## config.mk

```make
export PLATFORM = sky130hd
export DESIGN_NAME = button_click_longpress_tracker_flat
export DESIGN_NICKNAME = d
export VERILOG_FILES = /design/src/sv/bclt_pkg.sv /design/src/sv/bclt_if.sv /design/src/sv/bclt_button.sv /design/src/sv/button_click_longpress_tracker.sv /design/src/flat_wrapper.sv
export SDC_FILE = /design/constraint.sdc
export NUM_CORES = 1
export LEC_CHECK = 0
export ABC_AREA = 1
export CORE_MARGIN = 5
export CORE_UTILIZATION = 65
export CTS_BUF_LIST = sky130_fd_sc_hd__clkbuf_16
export DETAILED_ROUTE_END_ITERATION = 12
export DONT_BUFFER_PORTS = 1
export PLACE_DENSITY = 0.85
export SYNTH_ARGS = -nofsm -noshare
export SYNTH_HDL_FRONTEND = slang
export SYNTH_SLANG_ARGS = --single-unit
```

## constraint.sdc

```tcl
create_clock -name clk -period 4.62 [get_ports clk]
set_input_delay 0.462 -clock clk [delete_from_list [all_inputs] [get_ports clk]]
set_output_delay 0.462 -clock clk [all_outputs]
set_load 0.01 [all_outputs]
```

## src/sv/bclt_pkg.sv

```systemverilog
package bclt_pkg;

  localparam int NUM_BUTTONS = 3;
  localparam int TICK_W = 16;
  localparam int REP_W = 8;
  localparam int CFG_W = 16;
  localparam int MAX_RES = 3;
  localparam int CNT_W = $clog2(MAX_RES + 1);

  localparam logic [TICK_W-1:0] TICK_MAX = {TICK_W{1'b1}};
  localparam logic [REP_W-1:0] REP_MAX = {REP_W{1'b1}};
  localparam logic [CFG_W-1:0] DBL_RESET = CFG_W'(100);
  localparam logic [CFG_W-1:0] LONG_RESET = CFG_W'(1000);

  // Only button 1 reports a plain click in addition to click-any.
  localparam logic [1:0] CLICK_BUTTON = 2'd1;

  typedef enum logic [1:0] {
    CMD_PRESS   = 2'd0,
    CMD_RELEASE = 2'd1,
    CMD_ABORT   = 2'd2,
    CMD_TICK    = 2'd3
  } cmd_t;

  typedef enum logic [2:0] {
    EV_PRESSED     = 3'd0,
    EV_UNPRESSED   = 3'd1,
    EV_CLICKED     = 3'd2,
    EV_CLICKED_ANY = 3'd3,
    EV_LONG        = 3'd4
  } event_t;

  typedef enum logic {
    REG_DOUBLE_CLICK = 1'b0,
    REG_LONGPRESS    = 1'b1
  } reg_idx_t;

  // Per-button status handed from a button unit to the top level.
  typedef struct packed {
    logic             long_fire;
    logic             was_held;
    logic [REP_W-1:0] rep_next;
  } btn_status_t;

  typedef struct packed {
    event_t           ev;
    logic [1:0]       btn;
    logic [REP_W-1:0] rep;
    logic             last;
  } res_t;

endpackage

```

## src/sv/bclt_if.sv

```systemverilog
interface bclt_in_if;
  logic       valid;
  logic       ready;
  logic [1:0] cmd;
  logic [1:0] button;

  modport source (output valid, output cmd, output button, input ready);
  modport sink (input valid, input cmd, input button, output ready);
endinterface

interface bclt_out_if;
  logic       valid;
  logic       ready;
  logic [2:0] event_res;
  logic [1:0] which_button;
  logic [7:0] repeat_count;
  logic       last;

  modport source (output valid, output event_res, output which_button,
                  output repeat_count, output last, input ready);
  modport sink (input valid, input event_res, input which_button,
                input repeat_count, input last, output ready);
endinterface

```

## src/sv/bclt_button.sv

```systemverilog
module bclt_button (
  input  logic                           clk,
  input  logic                           rst,
  input  logic                           accept,
  input  logic                           sel,
  input  bclt_pkg::cmd_t                 cmd,
  input  logic [bclt_pkg::CFG_W-1:0]     double_click_ticks,
  input  logic [bclt_pkg::CFG_W-1:0]     longpress_ticks,
  output bclt_pkg::btn_status_t          status
);

  logic                          held;
  logic                          timer_running;
  logic [bclt_pkg::TICK_W-1:0]   hold_ticks;
  logic                          click_seen;
  logic [bclt_pkg::TICK_W-1:0]   ticks_since_release;
  logic [bclt_pkg::REP_W-1:0]    repeats;

  logic                          tick;
  logic [bclt_pkg::TICK_W-1:0]   hold_inc;
  logic [bclt_pkg::TICK_W-1:0]   tsr_inc;

  assign tick = (cmd == bclt_pkg::CMD_TICK);
  assign hold_inc = (hold_ticks == bclt_pkg::TICK_MAX) ? hold_ticks : hold_ticks + 1'b1;
  assign tsr_inc = (ticks_since_release == bclt_pkg::TICK_MAX) ?
                   ticks_since_release : ticks_since_release + 1'b1;

  always_comb begin
    status.long_fire = tick && timer_running && (hold_inc >= longpress_ticks);
    status.was_held = held;
    if (click_seen && (ticks_since_release < double_click_ticks)) begin
      status.rep_next = (repeats == bclt_pkg::REP_MAX) ? repeats : repeats + 1'b1;
    end else begin
      status.rep_next = '0;
    end
  end

  always_ff @(posedge clk) begin
    if (rst) begin
      held <= 1'b0;
      timer_running <= 1'b0;
      hold_ticks <= '0;
      click_seen <= 1'b0;
      ticks_since_release <= '0;
      repeats <= '0;
    end else if (accept) begin
      if (tick) begin
        ticks_since_release <= tsr_inc;
        if (timer_running) begin
          hold_ticks <= hold_inc;
          if (status.long_fire) begin
            timer_running <= 1'b0;
          end
        end
      end else if (sel) begin
        case (cmd)
          bclt_pkg::CMD_PRESS: begin
            held <= 1'b1;
            timer_running <= 1'b1;
            hold_ticks <= '0;
          end
          bclt_pkg::CMD_RELEASE: begin
            repeats <= status.rep_next;
            click_seen <= 1'b1;
            ticks_since_release <= '0;
            held <= 1'b0;
            timer_running <= 1'b0;
            hold_ticks <= '0;
          end
          default: begin
            held <= 1'b0;
            timer_running <= 1'b0;
            hold_ticks <= '0;
          end
        endcase
      end
    end
  end

endmodule

```

## src/sv/button_click_longpress_tracker.sv

```systemverilog
// A transaction's results are written into the result batch, then moved one by one to the output register.
// Throughput: one input per cycle when each input yields at most one result and the
// consumer does not stall; an input yielding n results holds the result batch until
// the output register has drained them, one result per cycle while results are taken.
// Reset: synchronous, active high; clears all button state, the result batch and
// the output register, and restores the reset values of both configuration registers.
module button_click_longpress_tracker (
  input  logic                        clk,
  input  logic                        rst,
  bclt_in_if.sink                     in_ch,
  bclt_out_if.source                  out_ch,
  input  logic                        cfg_we,
  input  logic                        cfg_index,
  input  logic [bclt_pkg::CFG_W-1:0]  cfg_data
);

  // Configuration registers. They must be written only while the block is idle,
  // so no shadowing is needed; the block itself does not enforce this.
  logic [bclt_pkg::CFG_W-1:0] double_click_ticks;
  logic [bclt_pkg::CFG_W-1:0] longpress_ticks;

  always_ff @(posedge clk) begin
    if (rst) begin
      double_click_ticks <= bclt_pkg::DBL_RESET;
      longpress_ticks <= bclt_pkg::LONG_RESET;
    end else if (cfg_we) begin
      case (bclt_pkg::reg_idx_t'(cfg_index))
        bclt_pkg::REG_DOUBLE_CLICK: double_click_ticks <= cfg_data;
        bclt_pkg::REG_LONGPRESS:    longpress_ticks <= cfg_data;
        default: ;
      endcase
    end
  end

  // Result batch: holds the results of one accepted input in order, with
  // the head in slot zero. It feeds a single output register, which parts
  // the input side from a stalled consumer.
  bclt_pkg::res_t                 batch [bclt_pkg::MAX_RES];
  logic [bclt_pkg::CNT_W-1:0]     batch_cnt;
  bclt_pkg::res_t                 out_res;
  logic                           out_valid;

  logic                           out_load;
  logic                           accept;
  bclt_pkg::cmd_t                 cmd;
  logic                           btn_ok;

  // The head moves to the output register whenever that register is empty
  // or is being taken in this cycle.
  assign out_load = (batch_cnt != '0) && (!out_valid || out_ch.ready);

  // A new transaction is taken whenever the batch will be empty after this
  // edge, so a single-result stream flows at one transaction per cycle while results are taken.
  assign in_ch.ready = (batch_cnt == '0) ||
                       ((batch_cnt == bclt_pkg::CNT_W'(1)) && out_load);
  assign accept = in_ch.valid && in_ch.ready;
  assign cmd = bclt_pkg::cmd_t'(in_ch.cmd);
  assign btn_ok = (in_ch.button < 2'(bclt_pkg::NUM_BUTTONS));

  // One unit per button keeps its counters and reports the status its events are built from.
  bclt_pkg::btn_status_t status [bclt_pkg::NUM_BUTTONS];

  for (genvar g = 0; g < bclt_pkg::NUM_BUTTONS; g++) begin : g_btn
    bclt_button u_button (
      .clk                (clk),
      .rst                (rst),
      .accept             (accept),
      .sel                (btn_ok && (in_ch.button == 2'(g))),
      .cmd                (cmd),
      .double_click_ticks (double_click_ticks),
      .longpress_ticks    (longpress_ticks),
      .status             (status[g])
    );
  end

  // Build the list of results that the current input causes.
  bclt_pkg::res_t             lst [bclt_pkg::MAX_RES];
  logic [bclt_pkg::CNT_W-1:0] lst_n;
  bclt_pkg::btn_status_t      sel_st;

  always_comb begin
    sel_st = status[in_ch.button < 2'(bclt_pkg::NUM_BUTTONS) ?
                    in_ch.button : 2'd0];
    lst_n = '0;
    for (int k = 0; k < bclt_pkg::MAX_RES; k++) begin
      lst[k] = '{ev: bclt_pkg::EV_PRESSED, btn: 2'd0, rep: '0, last: 1'b0};
    end
    if (cmd == bclt_pkg::CMD_TICK) begin
      // Long presses are reported in ascending button order.
      for (int i = 0; i < bclt_pkg::NUM_BUTTONS; i++) begin
        if (status[i].long_fire) begin
          lst[lst_n[1:0]] = '{ev: bclt_pkg::EV_LONG, btn: 2'(i), rep: '0, last: 1'b0};
          lst_n = lst_n + 1'b1;
        end
      end
    end else if (btn_ok) begin
      if (cmd == bclt_pkg::CMD_PRESS) begin
        lst[0] = '{ev: bclt_pkg::EV_PRESSED, btn: in_ch.button, rep: '0, last: 1'b0};
        lst_n = bclt_pkg::CNT_W'(1);
      end else if (cmd == bclt_pkg::CMD_RELEASE) begin
        lst[0] = '{ev: bclt_pkg::EV_UNPRESSED, btn: in_ch.button, rep: '0, last: 1'b0};
        lst_n = bclt_pkg::CNT_W'(1);
        // A click is only reported when the button was actually held.
        if (sel_st.was_held) begin
          if (in_ch.button == bclt_pkg::CLICK_BUTTON) begin
            lst[lst_n[1:0]] = '{ev: bclt_pkg::EV_CLICKED, btn: in_ch.button,
                                rep: sel_st.rep_next, last: 1'b0};
            lst_n = lst_n + 1'b1;
          end
          lst[lst_n[1:0]] = '{ev: bclt_pkg::EV_CLICKED_ANY, btn: in_ch.button,
                              rep: sel_st.rep_next, last: 1'b0};
          lst_n = lst_n + 1'b1;
        end
      end
    end
    for (int k = 0; k < bclt_pkg::MAX_RES; k++) begin
      lst[k].last = (bclt_pkg::CNT_W'(k + 1) == lst_n);
    end
  end

  always_ff @(posedge clk) begin
    if (rst) begin
      batch_cnt <= '0;
    end else if (accept) begin
      batch_cnt <= lst_n;
    end else if (out_load) begin
      batch_cnt <= batch_cnt - 1'b1;
    end
  end

  always_ff @(posedge clk) begin
    if (accept) begin
      batch <= lst;
    end else if (out_load) begin
      for (int k = 0; k < bclt_pkg::MAX_RES - 1; k++) begin
        batch[k] <= batch[k + 1];
      end
    end
  end

  always_ff @(posedge clk) begin
    if (rst) begin
      out_valid <= 1'b0;
    end else if (out_load) begin
      out_valid <= 1'b1;
    end else if (out_ch.ready) begin
      out_valid <= 1'b0;
    end
  end

  always_ff @(posedge clk) begin
    if (out_load) begin
      out_res <= batch[0];
    end
  end

  assign out_ch.valid = out_valid;
  assign out_ch.event_res = out_res.ev;
  assign out_ch.which_button = out_res.btn;
  assign out_ch.repeat_count = out_res.rep;
  assign out_ch.last = out_res.last;

endmodule

```

## src/flat_wrapper.sv

```systemverilog
// flat-port wrapper written by rule: the top's interface ports become plain ports
module button_click_longpress_tracker_flat 
  (clk, rst, cfg_we, cfg_index, cfg_data, in_ch_valid, in_ch_cmd, in_ch_button, in_ch_ready, out_ch_valid, out_ch_event_res, out_ch_which_button, out_ch_repeat_count, out_ch_last, out_ch_ready);
  bclt_in_if in_ch_i ();
  bclt_out_if out_ch_i ();
  input  logic clk;
  input  logic rst;
  input  logic cfg_we;
  input  logic cfg_index;
  input  logic [bclt_pkg::CFG_W-1:0] cfg_data;
  input wire logic [$bits(in_ch_i.valid)-1:0] in_ch_valid;
  input wire logic [$bits(in_ch_i.cmd)-1:0] in_ch_cmd;
  input wire logic [$bits(in_ch_i.button)-1:0] in_ch_button;
  output wire logic [$bits(in_ch_i.ready)-1:0] in_ch_ready;
  output wire logic [$bits(out_ch_i.valid)-1:0] out_ch_valid;
  output wire logic [$bits(out_ch_i.event_res)-1:0] out_ch_event_res;
  output wire logic [$bits(out_ch_i.which_button)-1:0] out_ch_which_button;
  output wire logic [$bits(out_ch_i.repeat_count)-1:0] out_ch_repeat_count;
  output wire logic [$bits(out_ch_i.last)-1:0] out_ch_last;
  input wire logic [$bits(out_ch_i.ready)-1:0] out_ch_ready;
  assign in_ch_i.valid = in_ch_valid;
  assign in_ch_i.cmd = in_ch_cmd;
  assign in_ch_i.button = in_ch_button;
  assign in_ch_ready = in_ch_i.ready;
  assign out_ch_valid = out_ch_i.valid;
  assign out_ch_event_res = out_ch_i.event_res;
  assign out_ch_which_button = out_ch_i.which_button;
  assign out_ch_repeat_count = out_ch_i.repeat_count;
  assign out_ch_last = out_ch_i.last;
  assign out_ch_i.ready = out_ch_ready;
  button_click_longpress_tracker u_core (.clk(clk), .rst(rst), .in_ch(in_ch_i), .out_ch(out_ch_i), .cfg_we(cfg_we), .cfg_index(cfg_index), .cfg_data(cfg_data));
endmodule
```

==> results.md <==
- Post-synth EDFFs: 54
- Startpoint Class: register
- Asr flop ratio synth: 0%
- Sequential-to-total area share from yosys stat: between 30 and 40%
- Critical setup path kind: register to register
- Power per cell area: 370.9 mW/mm²
- Drt initial violations: 1016
- HP Class: primary input to register
- Crit path DAT: between 4 and 5 ns
- Crit. End Element: register
- Worst-skew pair later-pin latency: 0.53 ns
- LEAKAGE: 0.005918 µW
- WP buf/inv: 2
- Vias in the first global route: 11450
- Yosys warns: 0
- GRT Total Usage: 28.54%
- Initial antenna violation count: 1
- Core area: 0.02010 mm²
- Gpl congestion: 0.9072
- #FFs+latches synth: 218
- Cell area after synthesis: 0.01320 mm²
- First-pass GRT wire length: 56030 µm
- Final WL: 33990 µm
- H-tree level count: 1
- Worst Skew: 0.01658 ns
- Synth-to-Final Area Change: 8.188%
- Postcts setup bufs: 0
- Max Freq: between 200 and 300 MHz
- # clock sinks: between 200 and 250
- Critical path cell sequence: ha_1, nand3_2, nor2_4, nand4_2, inv_2, nand2_4, nand3_2, xor2_1, ha_1, a21oi_1, o21ai_0, a21oi_1, nand3_1, nand2_1, inv_1, ha_1, nand3_1, nand2_1, nand2_1, nand2_1, o21ai_1
- IO Pins: 42
- Leading cell type in the layout, fill and taps excluded: nand2_1
- Unique cell type count in the Yosys netlist: 60
- DRC violations left: 0
- Cell count after synthesis: roughly 1800
- TNS Setup: 0 ns
- Post-route setup slack: 0.8864 ns
- TritonCTS clock tree: yes
- Crit-path slowest cell: dfxtp_1
- Final nets: 1902
- Die width: 152.5 µm
- Run status: finished, final reports clean
- I/O Buffers: 0
- Final hold violation count: 0
- Die height: 152.5 µm
- VDD IR max: 0.3332 mV
- Rows: 52
- DR pass1 iterations: 5
- Die ar.: 0.02326 mm²
- Routed len/inst: 16.53 µm
- Max_slew headroom: 25.31%
- Clock Pin Slew Worst Setup and Hold Paths: about 0.060 ns
- Final setup vio count: 0
- Critical path fanouts, max: 9
- Required @ worst endpoint: 4.89 ns
- CP max stage delay: a little under 0.4 ns
- Crit path max-delay family: simple AND/OR/NAND/NOR gates
- Most frequent cells in the layout: nand2_1 (414), a21oi_1 (202), inv_1 (182)
- Ys flop type: dfxtp_1
- Number of CTS-inserted buffers: 24
- Vias per cell: 5.870
- Final Critical Period: 3.734 ns
- Top cell by count, worst path: nand2_1
- Layout cell share with drive strength beyond 1: 6.443%
- Post-synthesis net count: around 1900
- Max-cap violation count: 0
- Bufs on Longest Clock Path: 3
- Synthesized area per cell: 7.433 µm²
- Pin slew with the least headroom to its limit: 1.119 ns
- Largest net degree at the start of global routing: 64
- RSZ-0062 raised after global routing: false
- WHS: 0.005145 ns
- Max Slew Vio Count: 0
- Fillers: 1579
- Total grt overflow: 0
- Starting Density: 65.66%
- Vias: around 12000
- Final ANT Viol Nets: 0
- DP HPWL: 24520 µm
- Pre-CTS WS: about 0.93 ns
- Period Utilization, post-route: 80.81%
- Clk root buf: clkbuf_16
==> synth_stat cells (2+ instances only) <==
library cell,instances,area (µm²)
buf_2,11,55.05
xor2_1,41,359.1
nor3_4,3,48.80
buf_6,3,33.78
a21oi_2,3,26.28
nand3_2,7,70.07
edfxtp_1,54,1622
nor2_2,11,68.82
o22a_1,2,17.52
buf_1,4,15.01
o21a_1,4,30.03
nor2_1,157,589.3
dfxtp_1,164,3283
nor2_4,6,67.56
a31oi_1,5,31.28
nand4_1,33,206.5
a211oi_2,2,25.02
nand2_4,3,33.78
buf_4,4,30.03
o21ai_1,10,50.05
ha_1,109,1364
nand3_1,96,480.5
a21oi_1,202,1011
nand2_1,414,1554
nand2_2,14,87.58
nand3b_1,4,30.03
o211a_1,2,20.02
a211oi_1,6,45.04
clkbuf_1,23,86.33
inv_2,10,37.54
xnor2_1,16,140.1
inv_1,181,679.4
clkinv_2,2,10.01
o21ai_0,81,405.4
nor4_1,7,43.79
nor3_1,47,235.2
o211ai_1,12,90.09
==> state kept, by name, summed over array words and instances (netlist names), 8 cells and up <==
name,flops
u_core.g_btn.u_button.ticks_since_release,48
u_core.double_click_ticks,16
u_core.longpress_ticks,16
u_core.batch,40
u_core.out_ch.repeat_count,8
u_core.g_btn.u_button.repeats,24
u_core.g_btn.u_button.hold_ticks,48
==> path summary, 6_finish.rpt <==
path,from,end,slack (ns),depth (start not counted)
setup / recovery,u_core.g_btn[0].u_button.hold_ticks[0],u_core.batch[28],0.89,21
hold / removal,rst,u_core.g_btn[0].u_button.hold_ticks[7],0.005,1
setup reg to reg,u_core.g_btn[0].u_button.hold_ticks[0],u_core.batch[28],0.89,21
hold reg to reg,u_core.batch[40],u_core.out_ch.event_res[1],0.42,0
==> what timing repair did <==
item	in CTS	in global routing
hold endpoints to repair	15	1
hold buffers	4	1
resized for setup	0	0
==> routing by layer <==
metal / up-vias / GRT usage (%) / wire length, µm
li1: 5940 / - / -
met4: 0 / 10.44 / 1347
met1: 5509 / 35.83 / 13660
met2: 523 / 49.75 / 16250
met5: - / 0 / 0
met3: 96 / 4.629 / 2731
==> area by class of cell <==
class / instances / area [µm²] / area share, %
Antenna cell: 1 / 2.502 / 0.01752
Clock buffer: 25 / 625.6 / 4.380
Clock inverter: 19 / 247.7 / 1.735
Inverter: 194 / 730.7 / 5.116
Multi-Input combinational cell: 1319 / 7346 / 51.43
Sequential cell: 218 / 4905 / 34.34
Tap cell: 270 / 337.8 / 2.365
Timing Repair Buffer: 10 / 87.58 / 0.6132
==> power by group <==
part           switching, µW  leakage [µW]  internal, µW
Sequential               148       0.00187          2340
Clock                    798      0.000421          1320
Combinational            508       0.00362           185
Total                   1450       0.00592          3840
==> kinds of logic after synthesis <==
| logic type | Yosys count | synth area share (%) |
|---|---|---|
| simple gates | 813 | 27.44 |
| compound gates | 339 | 13.97 |
| buf+inv | 239 | 7.203 |
| flops | 218 | 37.15 |
| fa+ha+maj | 109 | 10.33 |
| xor+xnor | 58 | 3.905 |
==> per-stage QoR <==
stage | utilization, % | power [µW] | cells | cell area (µm²)
6_report | 71.04 | 5297 | 2056 | 14280
5_1_grt | 71.03 | 5518 | 2055 | 14280
4_1_cts | 70.98 | 5325 | 2054 | 14270
3_5_place_dp | 66.44 | 3213 | 2006 | 13360
3_3_place_gp | 66.44 | 3170 | 2006 | 13360
2_1_floorplan | - | 2996 | 1776 | 13200
No activity file was read; power rests on OpenSTA's default activity.
